File: config.mk
export PLATFORM = sky130hd
export DESIGN_NAME = xtea_round
export DESIGN_NICKNAME = d
export VERILOG_FILES = /design/src/design/xtea_pkg.sv /design/src/design/xtea_round.sv
export SDC_FILE = /design/constraint.sdc
export NUM_CORES = 1
export LEC_CHECK = 0
export BUFFER_PORTS_ARGS = -buffer_cell sky130_fd_sc_hd__buf_2
export CORE_MARGIN = 8
export CORE_UTILIZATION = 40
export CTS_CLUSTER_SIZE = 28
export DETAILED_ROUTE_END_ITERATION = 12
export GPL_TIMING_DRIVEN = 0
export PLACE_DENSITY = 0.73
export SLEW_MARGIN = 20
export SYNTH_ARGS = -nofsm -noshare
export SYNTH_HDL_FRONTEND = slang
export SYNTH_SLANG_ARGS = --single-unit
File: constraint.sdc
create_clock -name i_clk -period 11.9 [get_ports i_clk]
set_clock_uncertainty 0.2 [all_clocks]
set_input_delay 1.785 -clock i_clk [delete_from_list [all_inputs] [get_ports i_clk]]
set_output_delay 1.785 -clock i_clk [all_outputs]
set_load 0.005 [all_outputs]
File: src/design/xtea_pkg.sv
`default_nettype none

package xtea_pkg;

    localparam int unsigned WORD_W  = 32;
    localparam int unsigned CYCLES  = 32;
    localparam int unsigned ROUNDS  = 2 * CYCLES;
    localparam int unsigned KEYS    = 4;
    localparam int unsigned KIDX_W  = $clog2(KEYS);
    localparam int unsigned CFG_IDX_W = 3;

    typedef logic [WORD_W-1:0] t_word;
    typedef logic [KIDX_W-1:0] t_kidx;
    typedef logic [CFG_IDX_W-1:0] t_cfg_idx;
    typedef t_word [KEYS-1:0] t_key;

    typedef struct packed {
        t_word first_half;
        t_word second_half;
    } t_blk;

    localparam t_word DELTA = 32'h9e37_79b9;

    localparam t_cfg_idx CFG_KEY0 = 3'd0;
    localparam t_cfg_idx CFG_KEY1 = 3'd1;
    localparam t_cfg_idx CFG_KEY2 = 3'd2;
    localparam t_cfg_idx CFG_KEY3 = 3'd3;
    localparam t_cfg_idx CFG_MODE = 3'd4;

    // n * delta modulo 2^32
    function automatic t_word sum_at(input int unsigned n);
        t_word f_prod;
        f_prod = DELTA * WORD_W'(n);
        return f_prod;
    endfunction

    function automatic t_word mix(input t_word v);
        return ((v << 4) ^ (v >> 5)) + v;
    endfunction

endpackage

`default_nettype wire

File: src/design/xtea_round.sv
`default_nettype none

module xtea_round import xtea_pkg::*; (
    input  wire logic i_clk,
    input  wire logic i_rst_n,
    input  wire logic i_en,
    input  wire logic i_valid,
    input  wire t_blk i_blk,
    input  wire t_key i_key,
    input  wire logic i_decrypt,
    input  wire logic i_phase,
    input  wire t_word i_enc_sum,
    input  wire t_word i_dec_sum,
    output logic      o_valid,
    output t_blk      o_blk
);

    logic  r_valid;
    t_blk  r_blk;
    t_blk  n_blk;
    logic  upd_second;
    t_word sum;
    t_kidx kidx;
    t_word src;
    t_word dst;
    t_word f;
    t_word res;

    always_comb begin
        upd_second = i_phase ^ i_decrypt;
        sum        = i_decrypt ? i_dec_sum : i_enc_sum;
        kidx       = upd_second ? sum[12:11] : sum[1:0];
        src        = upd_second ? i_blk.first_half : i_blk.second_half;
        dst        = upd_second ? i_blk.second_half : i_blk.first_half;
        f          = mix(src) ^ (sum + i_key[kidx]);
        res        = i_decrypt ? (dst - f) : (dst + f);
        n_blk      = i_blk;
        if (upd_second) begin
            n_blk.second_half = res;
        end else begin
            n_blk.first_half = res;
        end
    end

    always_ff @(posedge i_clk) begin
        if (!i_rst_n) begin
            r_valid <= 1'b0;
        end else if (i_en) begin
            r_valid <= i_valid;
        end
    end

    always_ff @(posedge i_clk) begin
        if (i_en) begin
            r_blk <= n_blk;
        end
    end

    assign o_valid = r_valid;
    assign o_blk   = r_blk;

endmodule

`default_nettype wire

==> results.ini <==
[synth]
yosys_warnings=0
synth_top_cell_area_share=0.179
synthXorXnorAreaFrac=0.135
yosys.cell_types.count=72
async_reset_ff_frac=0
synth-simple-area-share=0.204
yosys-top-cells-area=edfxtp_1 18%, ha_1 11%, nand2_1 8.7%
synthMuxAreaShare=0.110
synthAdderAreaFrac=0.117
syn_nets=1692
synth_edf_count=64
synthCells=1331
synth_compound_area_frac=0.221
ys_seq_area_frac=0.181
avgSynthCellArea_um2=8.07
synth_area_um2=10700
synth_top_area_cell=edfxtp_1
synth_top_flop_cell=edfxtp_1
synth.ff_latch_count=65
synth_top_family_by_area=compound AO/OA/AOI/OAI gates

[critical_path]
crit_path_start_kind=primary input
critPathKind=primary input to register
max_stage_delay_ns=0.69
crit_fanout=10
path_depth=30
cp.required_ns=11.78
cp-startpoint=i_phase
r2r_cells=2
crit_slowest_cell=clkbuf_1
cp_num_buf_inv=5
r2r_start=o_valid$_SDFFE_PN0P_
arrival_ns=10.88
critPathCaptureType=register
critPathTopFamily=simple AND/OR/NAND/NOR gates
cpMostUsedCell=clkbuf_1

[floorplan]
pin_count=327
die_w_um=180
die_h_um=180
die-area_um2=32400
num_rows=60
start_util=0.403
core_um2=26700

[pwr]
powerDensity_nw_per_um2=244
peakVddDrop_uv=98.7
p_leak_nw=6.02

[routing]
dr.pass1.iters=5
vias=11500
drc_errors=0
ant_nets=0
routed_wl_mm=41.1
vias_per_cell=5.69
drtIter0Drc=1007
routedWlPerCell_um=20.4

[place]
place.gp.congestion=0.933
port_buffers=325
dp_hpwl_mm=35.1

[clock_tree]
post_cts_resized=0
cts_buffers=9
clock-sinks=65
clk_latency_ns=0.33
hold_buffers=0
h-tree-depth=3
cts_root_buf=clkbuf_16
cts_setup_buffers=0
cts_max_path_buffers=2
path_clk_slew_ns=0.06
cts_tree=built

[global_routing]
overflow=0
grt_pass1_wl_mm=63.0
grt_pass1_vias=11400
grt_max_degree=66
gr-usage-all-layers=0.242
antenna_found_initial=0

[worst_hold_path]
worstHoldPathType=register to register
min_path_cells=2
worstHoldStart=o_valid$_SDFFE_PN0P_

[sta]
slew_viol_final=0
grt_setup_unrepaired=false
relSlewSlack=0.367
fmax_mhz=90.9
tns_ns=0
hold_violations=0
finalSetupViolCount=0
min_period_over_period=0.925
worstMarginPinSlew_ns=0.950
min_period_ns=11.01
hold_slack_ns=0.334

[run]
maxCapViolations=0

[final_layout]
drive_gt1_frac=0.252
n_antenna_cell=0
area_growth_pct=22.0
fin_nets=2028
fillCellCount=2634

[run_status]
outcome=completed

[routing by layer]
| layer | wire length (um) | vias to the layer above | global-route usage | share of wire |
|---|---|---|---|---|
| met5 | 0 | - | 0 | 0 |
| met4 | 670 | 0 | 0.0483 | 0.016 |
| li1 | - | 5607 | - | - |
| met2 | 19300 | 513 | 0.415 | 0.47 |
| met1 | 18300 | 5295 | 0.314 | 0.44 |
| met3 | 2830 | 44 | 0.0421 | 0.069 |
[power breakdown]
| part | switching (mW) | internal (mW) |
|---|---|---|
| Sequential | 0.0237 | 0.426 |
| Clock | 0.0979 | 0.174 |
| Combinational | 1.48 | 1.00 |
[tightest hold or removal path, cell delays in order (launching register included)]
cell and delay [ns]:
dfxtp_1 0.31, mux2i_1 0.12, nor2b_1 0.06
[Yosys cell counts, drive strengths merged (8+ instances only)]
| library cell | count |
|---|---|
| nand2 | 249 |
| o211ai | 10 |
| ha | 96 |
| nor3 | 16 |
| edfxtp | 64 |
| buf | 10 |
| nor2 | 72 |
| xnor2 | 96 |
| nand4 | 22 |
| mux2 | 32 |
| a21o | 42 |
| xor2 | 51 |
| a21oi | 91 |
| a31oi | 24 |
| mux2i | 8 |
| o31ai | 12 |
| a211oi | 13 |
| o21ai | 107 |
| o21a | 20 |
| and3 | 11 |
| mux4 | 33 |
| nand2b | 12 |
| clkbuf | 40 |
| nor2b | 12 |
| and2 | 23 |
| nand3 | 20 |
| inv | 41 |
[logic make-up (layout without fill, tap and decap cells)]
logic type	Yosys count	in the layout
AND/OR/NAND/NOR	477	477
adder cells (fa/ha/maj)	99	99
XOR/XNOR	154	154
buffers and inverters	91	432
multiplexers	73	73
AO/OA/AOI/OAI	372	372
flip-flops	65	65
[sequential cells by signal (all words and copies together) (netlist names)]
register,flops
o_blk,64
o_valid,1
[cell type report]
type / count / area (um^2) / area share
buffer: 50 / 190 / 0.0145
clock buffer: 12 / 256 / 0.0196
clock inverter: 4 / 51.3 / 0.00391
inverter: 41 / 154 / 0.0117
multi-input combinational: 1175 / 8460 / 0.645
sequential: 65 / 1940 / 0.148
tap: 341 / 427 / 0.0325
timing repair buffer: 325 / 1630 / 0.124
[cells in the final DEF (no fill, tap or decap), types with 6 or more instances in the layout]
master	n
a211oi_1	13
a21o_1	42
a21oi_1	90
a31oi_1	24
and2_1	23
and3_1	11
and4_1	7
buf_1	8
buf_2	326
clkbuf_1	41
clkbuf_16	9
edfxtp_1	64
ha_1	96
inv_1	41
mux2_2	32
mux2i_1	8
mux4_2	33
nand2_1	249
nand2b_1	12
nand3_1	20
nand4_1	22
nor2_1	72
nor2b_1	12
nor3_1	16
nor4_1	6
o211ai_1	10
o21a_1	20
o21ai_0	105
o21bai_1	6
o31ai_1	12
xnor2_1	96
xnor3_1	6
xor2_1	51
[per-stage QoR]
stage               utilization  cells  total power [mW]  setup WS, ns  area (um^2)
finish                    0.492   2013              3.20         0.894        13100
global route              0.492   2013              3.50         0.221        13100
CTS                       0.492   2013              3.18         0.817        13100
detailed placement        0.480   1997              2.90         0.451        12800
global placement          0.480   1997              2.87         0.536        12800
floorplan                     -   1331              2.23          2.46        10700
[worst paths after layout]
kind                     endpoint  slack, ns
min          o_valid$_SDFFE_PN0P_       0.33
max           o_blk[31]$_DFFE_PP_       0.89
max reg2reg  o_valid$_SDFFE_PN0P_      11.10
min reg2reg  o_valid$_SDFFE_PN0P_       0.33
No activity file was read; power rests on OpenSTA's default activity.
