## src/design/xtea_pkg.sv

```systemverilog
`default_nettype none

package xtea_pkg;

    localparam int unsigned WORD_W  = 32;
    localparam int unsigned CYCLES  = 32;
    localparam int unsigned ROUNDS  = 2 * CYCLES;
    localparam int unsigned KEYS    = 4;
    localparam int unsigned KIDX_W  = $clog2(KEYS);
    localparam int unsigned CFG_IDX_W = 3;

    typedef logic [WORD_W-1:0] t_word;
    typedef logic [KIDX_W-1:0] t_kidx;
    typedef logic [CFG_IDX_W-1:0] t_cfg_idx;
    typedef t_word [KEYS-1:0] t_key;

    typedef struct packed {
        t_word first_half;
        t_word second_half;
    } t_blk;

    localparam t_word DELTA = 32'h9e37_79b9;

    localparam t_cfg_idx CFG_KEY0 = 3'd0;
    localparam t_cfg_idx CFG_KEY1 = 3'd1;
    localparam t_cfg_idx CFG_KEY2 = 3'd2;
    localparam t_cfg_idx CFG_KEY3 = 3'd3;
    localparam t_cfg_idx CFG_MODE = 3'd4;

    // n * delta modulo 2^32
    function automatic t_word sum_at(input int unsigned n);
        t_word f_prod;
        f_prod = DELTA * WORD_W'(n);
        return f_prod;
    endfunction

    function automatic t_word mix(input t_word v);
        return ((v << 4) ^ (v >> 5)) + v;
    endfunction

endpackage

`default_nettype wire

```

## src/design/xtea_stream_if.sv

```systemverilog
`default_nettype none

interface xtea_stream_if import xtea_pkg::*; ();
    logic  valid;
    logic  ready;
    t_word first_half;
    t_word second_half;

    modport source (output valid, output first_half, output second_half, input ready);
    modport sink   (input valid, input first_half, input second_half, output ready);
endinterface

`default_nettype wire

```

## src/design/xtea_outq.sv

```systemverilog
`default_nettype none

module xtea_outq import xtea_pkg::*; (
    input  wire logic i_clk,
    input  wire logic i_rst_n,
    input  wire logic i_valid,
    input  wire t_blk i_blk,
    output logic      o_full,
    xtea_stream_if.source o_out
);

    t_blk       r_mem [2];
    logic       r_wr_ptr;
    logic       r_rd_ptr;
    logic [1:0] r_count;
    logic       n_wr_ptr;
    logic       n_rd_ptr;
    logic [1:0] n_count;
    logic       push;
    logic       pop;

    assign push = i_valid;
    assign pop  = o_out.valid && o_out.ready;

    always_comb begin
        n_wr_ptr = push ? ~r_wr_ptr : r_wr_ptr;
        n_rd_ptr = pop ? ~r_rd_ptr : r_rd_ptr;
        n_count  = r_count + 2'(push) - 2'(pop);
    end

    always_ff @(posedge i_clk) begin
        if (!i_rst_n) begin
            r_wr_ptr <= 1'b0;
            r_rd_ptr <= 1'b0;
            r_count  <= 2'd0;
        end else begin
            r_wr_ptr <= n_wr_ptr;
            r_rd_ptr <= n_rd_ptr;
            r_count  <= n_count;
        end
    end

    always_ff @(posedge i_clk) begin
        if (push) begin
            r_mem[r_wr_ptr] <= i_blk;
        end
    end

    assign o_full            = r_count[1];
    assign o_out.valid       = r_count != 2'd0;
    assign o_out.first_half  = r_mem[r_rd_ptr].first_half;
    assign o_out.second_half = r_mem[r_rd_ptr].second_half;

endmodule

`default_nettype wire
```

## src/flat_wrapper.sv

```systemverilog
// flat-port wrapper written by rule: the top's interface ports become plain ports
module xtea_outq_flat import xtea_pkg::*;
  (i_clk, i_rst_n, i_valid, i_blk, o_full, o_out_valid, o_out_first_half, o_out_second_half, o_out_ready);
  xtea_stream_if o_out_i ();
  input  wire logic i_clk;
  input  wire logic i_rst_n;
  input  wire logic i_valid;
  input  wire t_blk i_blk;
  output logic o_full;
  output wire logic [$bits(o_out_i.valid)-1:0] o_out_valid;
  output wire logic [$bits(o_out_i.first_half)-1:0] o_out_first_half;
  output wire logic [$bits(o_out_i.second_half)-1:0] o_out_second_half;
  input wire logic [$bits(o_out_i.ready)-1:0] o_out_ready;
  assign o_out_valid = o_out_i.valid;
  assign o_out_first_half = o_out_i.first_half;
  assign o_out_second_half = o_out_i.second_half;
  assign o_out_i.ready = o_out_ready;
  xtea_outq u_core (.i_clk(i_clk), .i_rst_n(i_rst_n), .i_valid(i_valid), .i_blk(i_blk), .o_full(o_full), .o_out(o_out_i));
endmodule
```

## config.mk

```make
export PLATFORM = sky130hd
export DESIGN_NAME = xtea_outq_flat
export DESIGN_NICKNAME = d
export VERILOG_FILES = /design/src/design/xtea_pkg.sv /design/src/design/xtea_stream_if.sv /design/src/design/xtea_outq.sv /design/src/flat_wrapper.sv
export SDC_FILE = /design/constraint.sdc
export NUM_CORES = 1
export LEC_CHECK = 0
export BUFFER_PORTS_ARGS = -buffer_cell sky130_fd_sc_hd__buf_2
export CAP_MARGIN = 20
export CORE_UTILIZATION = 54
export CTS_BUF_LIST = sky130_fd_sc_hd__clkbuf_8
export CTS_CLUSTER_DIAMETER = 150
export DETAILED_ROUTE_END_ITERATION = 10
export PLACE_DENSITY = 0.92
export SYNTH_ARGS = -nofsm -noshare
export SYNTH_HDL_FRONTEND = slang
export SYNTH_SLANG_ARGS = --single-unit
```

## constraint.sdc

```tcl
create_clock -name i_clk -period 5.03 [get_ports i_clk]
set_input_delay 0.503 -clock i_clk [delete_from_list [all_inputs] [get_ports i_clk]]
set_output_delay 0.503 -clock i_clk [all_outputs]
set_load 0.02 [all_outputs]
```

==> results.cfg, run 1 <==
[status]
status = finished clean

[detailed_routing]
dr.pass1.iters = 4
dr.first_iter.drc_count = 101
vias = 2481
remaining_drc_errors = 0
wire_per_inst_um = 15.9
antenna_left = 0
wirelength_mm = 8.11
viasPerCell = 4.86

[logic_synthesis]
synthTopCellsByCount = 128 x edfxtp_1, 60 x mux2_4, 6 x buf_12, 5 x dfxtp_1, 4 x mux2_2
ys_async_sr_fraction = 0
synth_top_area_frac = 0.745
syn-num-nets = 291
synth_edf_count = 128
yosysMostFrequentCell = edfxtp_1
yosysTopAreaCell = edfxtp_1
yosys_warnings = 0
synth-seq-cells = 133
synth_cells = 221
syn_area_um2 = 5160
synth_ff_type = edfxtp_1
ys_seq_area_frac = 0.764
syn_avg_cell_area_um2 = 23.3
synth_cell_types = 16
synth.area.top_cells = edfxtp_1 75%, mux2_4 17%, buf_12 2.3%, dfxtp_1 1.9%, mux2_2 0.87%

[final_layout]
multi_input_area_um2 = 1090
synthToLayoutAreaGrowth_pct = 22.9
layout.nets = 438
drive_above_1_share = 0.609
fillers = 614
antenna_cells = 0
regArea_um2 = 3950

[timing]
rsz0062_at_grt = no
hold_viol = 0
worstMarginPinSlew_ps = 918
slew_violations = 0
tns_ps = 0
clock_skew_ps = 9.94
finalSetupViolCount = 0
maxSlewHeadroom = 0.387
fin_crit_sh = 0.499
fmax_mhz = 398
fin_crit_ps = 2510

[clock_network]
clockBufferDepth = 2
cts_tree = built
cts_made_buffers = 17
cts_hold_buf = 0
cts_setup_buffers = 0
cts-resized-gates = 0
clock_sinks = 133
cts-root-buf = clkbuf_8
path_clk_slew_ps = 70
htree_levels = 4
clock_latency_ps = 420

[global_routing]
grt_max_degree = 65
antenna_found_initial = 0
grt_pass1_vias = 2551
track_usage = 0.173
overflow = 0
grt_pass1_wl_mm = 12.5

[power]
switching_share = 0.261
p_int_uw = 2210
cellPowerDensity_nw_per_um2 = 471
netSwitchingPower_uw = 780
p_leak_uw = 0.00253
pwr-share-comb = 0.219
clockPowerShare = 0.327
peakVddDrop_mv = 0.362
pwr-share-seq = 0.454
finalPower_uw = 2990

[setup_path]
worstSetupEndpointType = primary output
critPathRequiredTime_ps = 4530
path_max_fanout = 33
worst_ep_arrival_time_ps = 2010
crit_type = register to primary output
start_kind = register

[min_path]
hold_path.class = primary input to register

[run]
maxCapViolCount = 0

[floorplan]
die_area_um2 = 9950
start_util = 0.558
num_rows = 35
io_pins = 134
die_w_um = 99.7
dieHeight_um = 99.7
core_area_um2 = 9240

[place]
gp_congestion = 0.655
port_buffers = 133
==> critical path, stage by stage (launching register included) <==
cell and delay (ps):
dfxtp_4 740, buf_12 320, mux2_2 370, buf_2 160
==> final timing paths <==
| kind | startpoint | end | slack [ps] | cells after the start |
|---|---|---|---|---|
| min | i_blk[33] | u_core.r_mem[1][33] | 270 | 1 |
| max | register | o_out_second_half[2] | 2520 | 3 |
| max reg2reg | u_core.r_wr_ptr | u_core.r_mem[0][5] | 3020 | 2 |
| min reg2reg | u_core.r_rd_ptr | u_core.r_rd_ptr | 510 | 2 |
==> power by group through the flow <==
stage	Combinational, uW	Clock, uW	Sequential (uW)
final	653	977	1360
after global routing	696	1040	1360
after CTS	620	997	1400
after detailed placement	618	0	1420
after global placement	604	0	1410
after floorplan	568	0	1340
==> state kept, by name, indices dropped and copies added, names as in the netlist, named ones only <==
signal           count
u_core.r_wr_ptr      1
u_core.r_rd_ptr      1
u_core.r_count       2
u_core.r_mem       128
==> routing by layer <==
metal  share of wire  global-route usage  up-vias
li1                -                   -     1167
met1            0.40               0.199     1207
met2            0.53               0.294       97
met3           0.061              0.0654       10
met4           0.013              0.0679        0
met5               0                   0        -
==> cell usage in the layout (no fill, tap or decap), drive strengths merged <==
| cell type | instances |
|---|---|
| buf | 135 |
| edfxtp | 128 |
| mux2 | 64 |
| clkbuf | 17 |
| bufinv | 5 |
| inv | 5 |
| dfxtp | 5 |
| clkinv | 5 |
| nor2b | 3 |
| o21a | 2 |
| mux2i | 2 |
| ha | 2 |
| clkinvlp | 2 |
| and2 | 2 |
| nand2 | 1 |
| nand2b | 1 |
| xnor3 | 1 |
| or2 | 1 |
==> per-stage QoR <==
| step | instance area (um2) | utilization | setup WS, ps | hold WS, ps | std cells |
|---|---|---|---|---|---|
| after global placement | 5880 | 0.636 | 2710 | 449 | 477 |
| after floorplan | 5160 | - | 1190 | 452 | 221 |
| after global routing | 6340 | 0.686 | 2400 | 237 | 510 |
| after CTS | 6320 | 0.684 | 2330 | 241 | 509 |
| after detailed placement | 5880 | 0.636 | 2650 | 496 | 477 |
| final | 6340 | 0.686 | 2520 | 269 | 510 |
==> logic make-up after synthesis <==
logic type,synth area share
buffers and inverters,0.0269
and+or+nand+nor,0.00922
muxes,0.187
adders and majority gates,0.00485
AOI/OAI and AO/OA,0.00291
xor gates and xnor gates,0.00437
DFF,0.764
==> layout make-up <==
cell class              instances  share of cell area
clock buffers                  17              0.0369
clock inverters                15              0.0335
inverters                       2             0.00118
multi-input cells              79               0.171
flip-flops and latches        133               0.622
well taps                     129              0.0254
repair buffers                135               0.109
Note: power is estimated with default switching activity, not from simulation.
==> run 2, diff against run 1 <==
--- a/config.mk
+++ b/config.mk
@@ -5,13 +5,14 @@
 export SDC_FILE = /design/constraint.sdc
 export NUM_CORES = 1
 export LEC_CHECK = 0
+export ABC_AREA = 1
 export BUFFER_PORTS_ARGS = -buffer_cell sky130_fd_sc_hd__buf_2
 export CAP_MARGIN = 20
-export CORE_UTILIZATION = 54
+export CORE_UTILIZATION = 49
 export CTS_BUF_LIST = sky130_fd_sc_hd__clkbuf_8
 export CTS_CLUSTER_DIAMETER = 150
 export DETAILED_ROUTE_END_ITERATION = 10
-export PLACE_DENSITY = 0.92
+export PLACE_DENSITY = 0.89
 export SYNTH_ARGS = -nofsm -noshare
 export SYNTH_HDL_FRONTEND = slang
 export SYNTH_SLANG_ARGS = --single-unit
==> constraint.sdc (replaced) <==
create_clock -name i_clk -period 2.1 [get_ports i_clk]
set_input_delay 0.21 -clock i_clk [delete_from_list [all_inputs] [get_ports i_clk]]
set_output_delay 0.21 -clock i_clk [all_outputs]
set_load 0.02 [all_outputs]
==> run 2 against run 1 <==
Net effect: via count rose by 13%; sequential power rose by 130%; non-clock buffer count rose by 69; register-to-register slack got worse by 2500 ps; combinational power rose to 2.6 times the previous value; area after synthesis barely moved; flip-flop and latch count did not move; design area rose by 10%; count of clock-buffer cells in the layout did not move.
==> results.cfg, run 2 <==
[logic_synthesis]
synthSimpleGateAreaFrac = 0.0143
synth_ff_type = edfxtp_1
synth_top_area_frac = 0.746
synthAdderAreaFrac = 0.00485
syn_area_um2 = 5150
ys_async_sr_fraction = 0
yosysMostFrequentCell = edfxtp_1
muxShareOfSynthArea = 0.183
synth-seq-cells = 133
synth_top_family_by_area = multiplexers
synth_cells = 234
syn-num-nets = 304
ys_seq_area_frac = 0.765
synthTopCellsByCount = 128 x edfxtp_1, 60 x mux2_4, 9 x nor2_1, 8 x inv_1, 8 x nand2_1
synth_cell_types = 12
synth-compound-area-share = 0.000971
synth_xor_area_frac = 0
synth.area.top_cells = edfxtp_1 75%, mux2_4 17%, buf_12 2.3%, dfxtp_1 1.9%, mux2_2 0.87%
yosysTopAreaCell = edfxtp_1
syn_avg_cell_area_um2 = 22.0
yosys_warnings = 0
synth_edf_count = 128

[timing]
fin_ws_ps = 145
fin_crit_sh = 0.931
worstMarginPinSlew_ps = 482
fin_crit_ps = 1960
maxSlewHeadroom = 0.679
clock_skew_ps = 8.69
tns_ps = 0
slew_violations = 0
finalSetupViolCount = 0
rsz0062_at_grt = no
fmax_mhz = 511
hold_viol = 0

[min_path]
hold_path_depth = 3
hp-start = i_valid
holdPathEnd = u_core.r_wr_ptr
hold_path.class = primary input to register

[power]
cellPowerDensity_nw_per_um2 = 997
peakVddDrop_mv = 0.576
p_leak_uw = 0.00284

[detailed_routing]
antenna_left = 0
dr.pass1.iters = 4
wirelength_mm = 9.40
dr.first_iter.drc_count = 140
vias = 2814
remaining_drc_errors = 0
viasPerCell = 4.70
wire_per_inst_um = 15.7

[global_routing]
antenna_found_initial = 0
grt_pass1_wl_mm = 14.6
grt_pass1_vias = 3075
track_usage = 0.181
grt_max_degree = 65
overflow = 0

[clock_network]
cts-root-buf = clkbuf_8
clockBufferDepth = 2
cts-resized-gates = 0
cts_made_buffers = 17
clock_sinks = 133
cts_setup_buffers = 0
clock_latency_ps = 430
htree_levels = 4
cts_tree = built
path_clk_slew_ps = 70

[place]
port_buffers = 133
gp_congestion = 0.681
post-place-ws_ps = 579
placed_cell_area_um2 = 5950
dp_hpwl_mm = 5.54

[setup_path]
reg2reg_to = u_core.r_count[1]
crit_chain = buf_4, mux2_2, buf_2
path_buf_inv = 2
worstSetupEndpointType = primary output
r2r-start = u_core.r_count[1]
worst_ep_arrival_time_ps = 1750
r2r_cells = 10
r2r_slack_ps = 550
crit_type = register to primary output
path_max_fanout = 14
start_kind = register
critPathRequiredTime_ps = 1890
slowest_delay_ps = 520
path_delay_family = flip-flops
critPathSlowestCell = dfxtp_4

[final_layout]
layout.nets = 520
synthToLayoutAreaGrowth_pct = 35.6
fin_area_um2 = 6990
reg_top3 = u_core.r_mem (128), u_core.r_count (2)
final_common_cell = buf_2
antenna_cells = 0
drive_above_1_share = 0.501
fillers = 698
regMostFlops = u_core.r_mem
largest_register_ff_count = 128
final_cell_mix = 133 x buf_2, 128 x edfxtp_1, 65 x dlygate4sd3_1

[floorplan]
die_w_um = 105
core_area_um2 = 10300
die_area_um2 = 10900
io_pins = 134
num_rows = 37
dieHeight_um = 105
start_util = 0.502

[status]
status = finished clean

[run]
maxCapViolCount = 0
run 2: cell types whose count changed in the layout (fill, tap and decap cells not counted), sizes merged, moves of 2 or more:
cell / previous run / this run
dlygate4sd3: 0 / 65
nor2: 0 / 9
inv: 5 / 13
nand2: 1 / 8
buf: 135 / 139
nor2b: 3 / 0
and2: 2 / 0
bufinv: 5 / 3
mux2i: 2 / 0
nand3: 0 / 2
o21a: 2 / 0
run 2: report_power, final:
part / switching (uW) / internal, uW / leakage (uW)
Clock: 914 / 1140 / 0.000209
Sequential: 92.9 / 3090 / 0.00124
Combinational: 885 / 843 / 0.00139
run 2: worst reg2reg max path, stage by stage (launching register included):
cell	delay, ps
dfxtp_1	380
nor2_1	50
nor2_1	160
ha_1	260
inv_1	60
ha_1	180
inv_1	60
nand2_1	90
nand3_1	80
nand2_1	80
nor2_1	40
run 2: how the worst max path moves through the flow:
stage | startpoint | end | slack (ps) | cells past startpoint
floorplan | u_core.r_wr_ptr | u_core.r_mem[1][0] | -30 | 2
global placement | register | o_out_second_half[2] | 610 | 3
detailed placement | register | o_out_second_half[2] | 580 | 3
CTS | register | o_out_second_half[2] | 100 | 3
global route | register | o_out_second_half[0] | 60 | 3
finish | register | o_out_second_half[2] | 140 | 3
run 2: cells by family after synthesis:
kind of cell               count (synthesis)
AOI/OAI and AO/OA                          1
adders and majority gates                  2
buffers and inverters                     15
DFF                                      133
muxes                                     64
and+or+nand+nor                           19
run 2: metal layers:
metal | track usage | routed length (um)
met1 | 0.187 | 3570
met2 | 0.333 | 5160
met3 | 0.0630 | 548
met4 | 0.0755 | 113
met5 | 0 | 0
run 2: layout make-up:
type                            instances  area, um2  area share
Clock buffer                           17        234      0.0335
Clock inverter                         15        151      0.0217
Inverter                                8       30.0     0.00430
Multi-Input combinational cell         86       1060       0.151
Sequential cell                       133       3950       0.565
Tap cell                              136        170      0.0243
Timing Repair Buffer                  204       1400       0.200
run 2: what timing repair did:
action	in CTS	in global routing
endpoints found under the hold margin	129	0
setup endpoints to repair	0	0
hold buffers	65	0
run 2: stage by stage:
step                hold slack (ps)  power, uW   util  std cells
detailed placement              401       4880  0.579        502
CTS                            58.3       7020  0.680        599
global route                   63.8       7260  0.680        599
global placement                397       4820  0.579        502
floorplan                       303       4510      -        234
finish                         87.6       6970  0.680        599
==> run 3, diff against run 2 <==
--- a/config.mk
+++ b/config.mk
@@ -8,11 +8,11 @@
 export ABC_AREA = 1
 export BUFFER_PORTS_ARGS = -buffer_cell sky130_fd_sc_hd__buf_2
 export CAP_MARGIN = 20
-export CORE_UTILIZATION = 49
+export CORE_UTILIZATION = 54
 export CTS_BUF_LIST = sky130_fd_sc_hd__clkbuf_8
 export CTS_CLUSTER_DIAMETER = 150
 export DETAILED_ROUTE_END_ITERATION = 10
-export PLACE_DENSITY = 0.89
+export PLACE_DENSITY = 0.92
 export SYNTH_ARGS = -nofsm -noshare
 export SYNTH_HDL_FRONTEND = slang
 export SYNTH_SLANG_ARGS = --single-unit
==> constraint.sdc (replaced) <==
create_clock -name i_clk -period 1.8 [get_ports i_clk]
set_input_delay 0.18 -clock i_clk [delete_from_list [all_inputs] [get_ports i_clk]]
set_output_delay 0.18 -clock i_clk [all_outputs]
set_load 0.02 [all_outputs]
==> run 3 against run 2 <==
Net effect: critical path depth unchanged; count of clock-buffer cells in the layout unchanged; first-iteration DRC count decreased by 5.0%; global-route usage increased by 2.9 points; combinational power increased by 24%; die area decreased by 9.1%; clock skew about the same; cell count decreased by 1.2%; core utilization increased by 8.8 points.
==> results.cfg, run 3 (synthesized netlist as in run 2, its figures left out) <==
[final_layout]
antenna_cells = 0
fin_area_um2 = 7090
final_cell_mix = 128 x edfxtp_1, 121 x buf_2, 65 x dlygate4sd3_1
layout.nets = 521
final_common_cell = edfxtp_1
fillers = 533
largest_register_ff_count = 128
regMostFlops = u_core.r_mem
reg_top3 = u_core.r_mem (128), u_core.r_count (2)
drive_above_1_share = 0.508
synthToLayoutAreaGrowth_pct = 37.6
final_util = 0.768

[setup_path]
path_max_fanout = 24
critPathRequiredTime_ps = 1620
start_kind = register
crit_chain = clkbuf_16, mux2_4, buf_4
path_buf_inv = 2
crit_type = register to primary output
critPathSlowestCell = dfxtp_4
worstSetupEndpointType = primary output
path_delay_family = buffers and inverters
worst_ep_arrival_time_ps = 1540
slowest_delay_ps = 390

[global_routing]
busiest_layer = met2
overflow = 0
grt_pass1_wl_mm = 15.2
grt_pass1_vias = 3162
gr-usage-met2 = 0.406
antenna_found_initial = 0
grt_max_degree = 51
grt.met3_usage = 0.0611
track_usage = 0.210
use_met1 = 0.207

[timing]
fin_crit_sh = 0.957
whs_ps = 64.0
rsz0062_at_grt = no
finalSetupViolCount = 0
worstMarginPinSlew_ps = 386
slew_violations = 0
fin_crit_ps = 1720
hold_viol = 0
maxSlewHeadroom = 0.742
clock_skew_ps = 8.31
tns_ps = 0
fin_ws_ps = 76.5
fmax_mhz = 580

[detailed_routing]
antenna_left = 0
remaining_drc_errors = 0
vias = 2882
wire_per_inst_um = 16.4
dr.pass1.iters = 4
wirelength_mm = 9.73
dr.first_iter.drc_count = 133
viasPerCell = 4.87

[power]
p_leak_uw = 0.00286
cellPowerDensity_nw_per_um2 = 1170
peakVddDrop_mv = 0.685

[clock_network]
cts_tree = built
clock_latency_ps = 410
clock_sinks = 133
clockBufferDepth = 2
path_clk_slew_ps = 70
htree_levels = 4
cts-root-buf = clkbuf_8
cts_made_buffers = 17

[floorplan]
die_area_um2 = 9940
dieHeight_um = 99.7
num_rows = 35
start_util = 0.558
core_area_um2 = 9240
die_w_um = 99.7
io_pins = 134

[place]
gp_congestion = 0.707
post-place-ws_ps = 356
dp_hpwl_mm = 5.75
port_buffers = 133
placed_cell_area_um2 = 5950

[run]
maxCapViolCount = 0

[status]
status = finished clean

[min_path]
hold_path.class = primary input to register
==> run 3: changes by cell type in the layout (fill, tap and decap cells not counted), sizes merged <==
cell / previous run / this run
inv: 13 / 10
clkinvlp: 2 / 4
clkbuf: 17 / 18
==> run 3: timing repair <==
| action | CTS | global route |
|---|---|---|
| endpoints found under the hold margin | 129 | 0 |
| gates resized for setup | 21 | 1 |
| pin swaps | 0 | 0 |
| endpoints found under the setup margin | 49 | 64 |
| hold buffers | 65 | 0 |
| cloned | 0 | 1 |
| setup buffers | 0 | 0 |
==> run 3: area by class of cell <==
class	count	area [um2]	area share
flip-flops and latches	133	3950	0.557
repair buffers	205	1500	0.211
well taps	129	161	0.0228
multi-input cells	86	1060	0.149
clock inverters	14	164	0.0231
inverters	8	33.8	0.00476
clock buffers	17	234	0.0330
==> run 3: path summary, 6_finish.rpt <==
path | start | endpoint | slack (ps) | depth (start not counted)
worst max-delay path | register | o_out_first_half[4] | 80 | 3
worst min-delay path | i_valid | u_core.r_wr_ptr | 60 | 3
worst max register to register | u_core.r_count[1] | u_core.r_count[1] | 270 | 10
worst min register to register | u_core.r_rd_ptr | u_core.r_rd_ptr | 510 | 2
==> run 3: metrics by stage <==
step	instances	total power, uW
after floorplan	234	5260
after global placement	495	5600
after detailed placement	495	5670
after CTS	591	8300
after global routing	592	8660
final	592	8310
==> run 3: power breakdown <==
group	leakage [uW]	internal [uW]	switching [uW]
sequential	0.00124	3610	79.3
clock	0.000198	1350	1110
combinational	0.00142	1060	1090
==> run 3: worst register-to-register path, cell delays in order, from the launching register on <==
cell and delay (ps):
dfxtp_1 390, nor2_1 60, nor2_1 160, ha_1 260
inv_1 60, ha_1 150, inv_1 50, nand2_1 90
nand3_1 90, nand2_1 70, nor2_1 50
==> run 3: metal layers <==
layer  part of all wire  wire length (um)  vias to the layer above
li1                   -                 -                     1336
met1               0.36              3490                     1413
met2               0.57              5580                      113
met3              0.050               489                       20
met4              0.018               179                        0
met5                  0                 0                        -
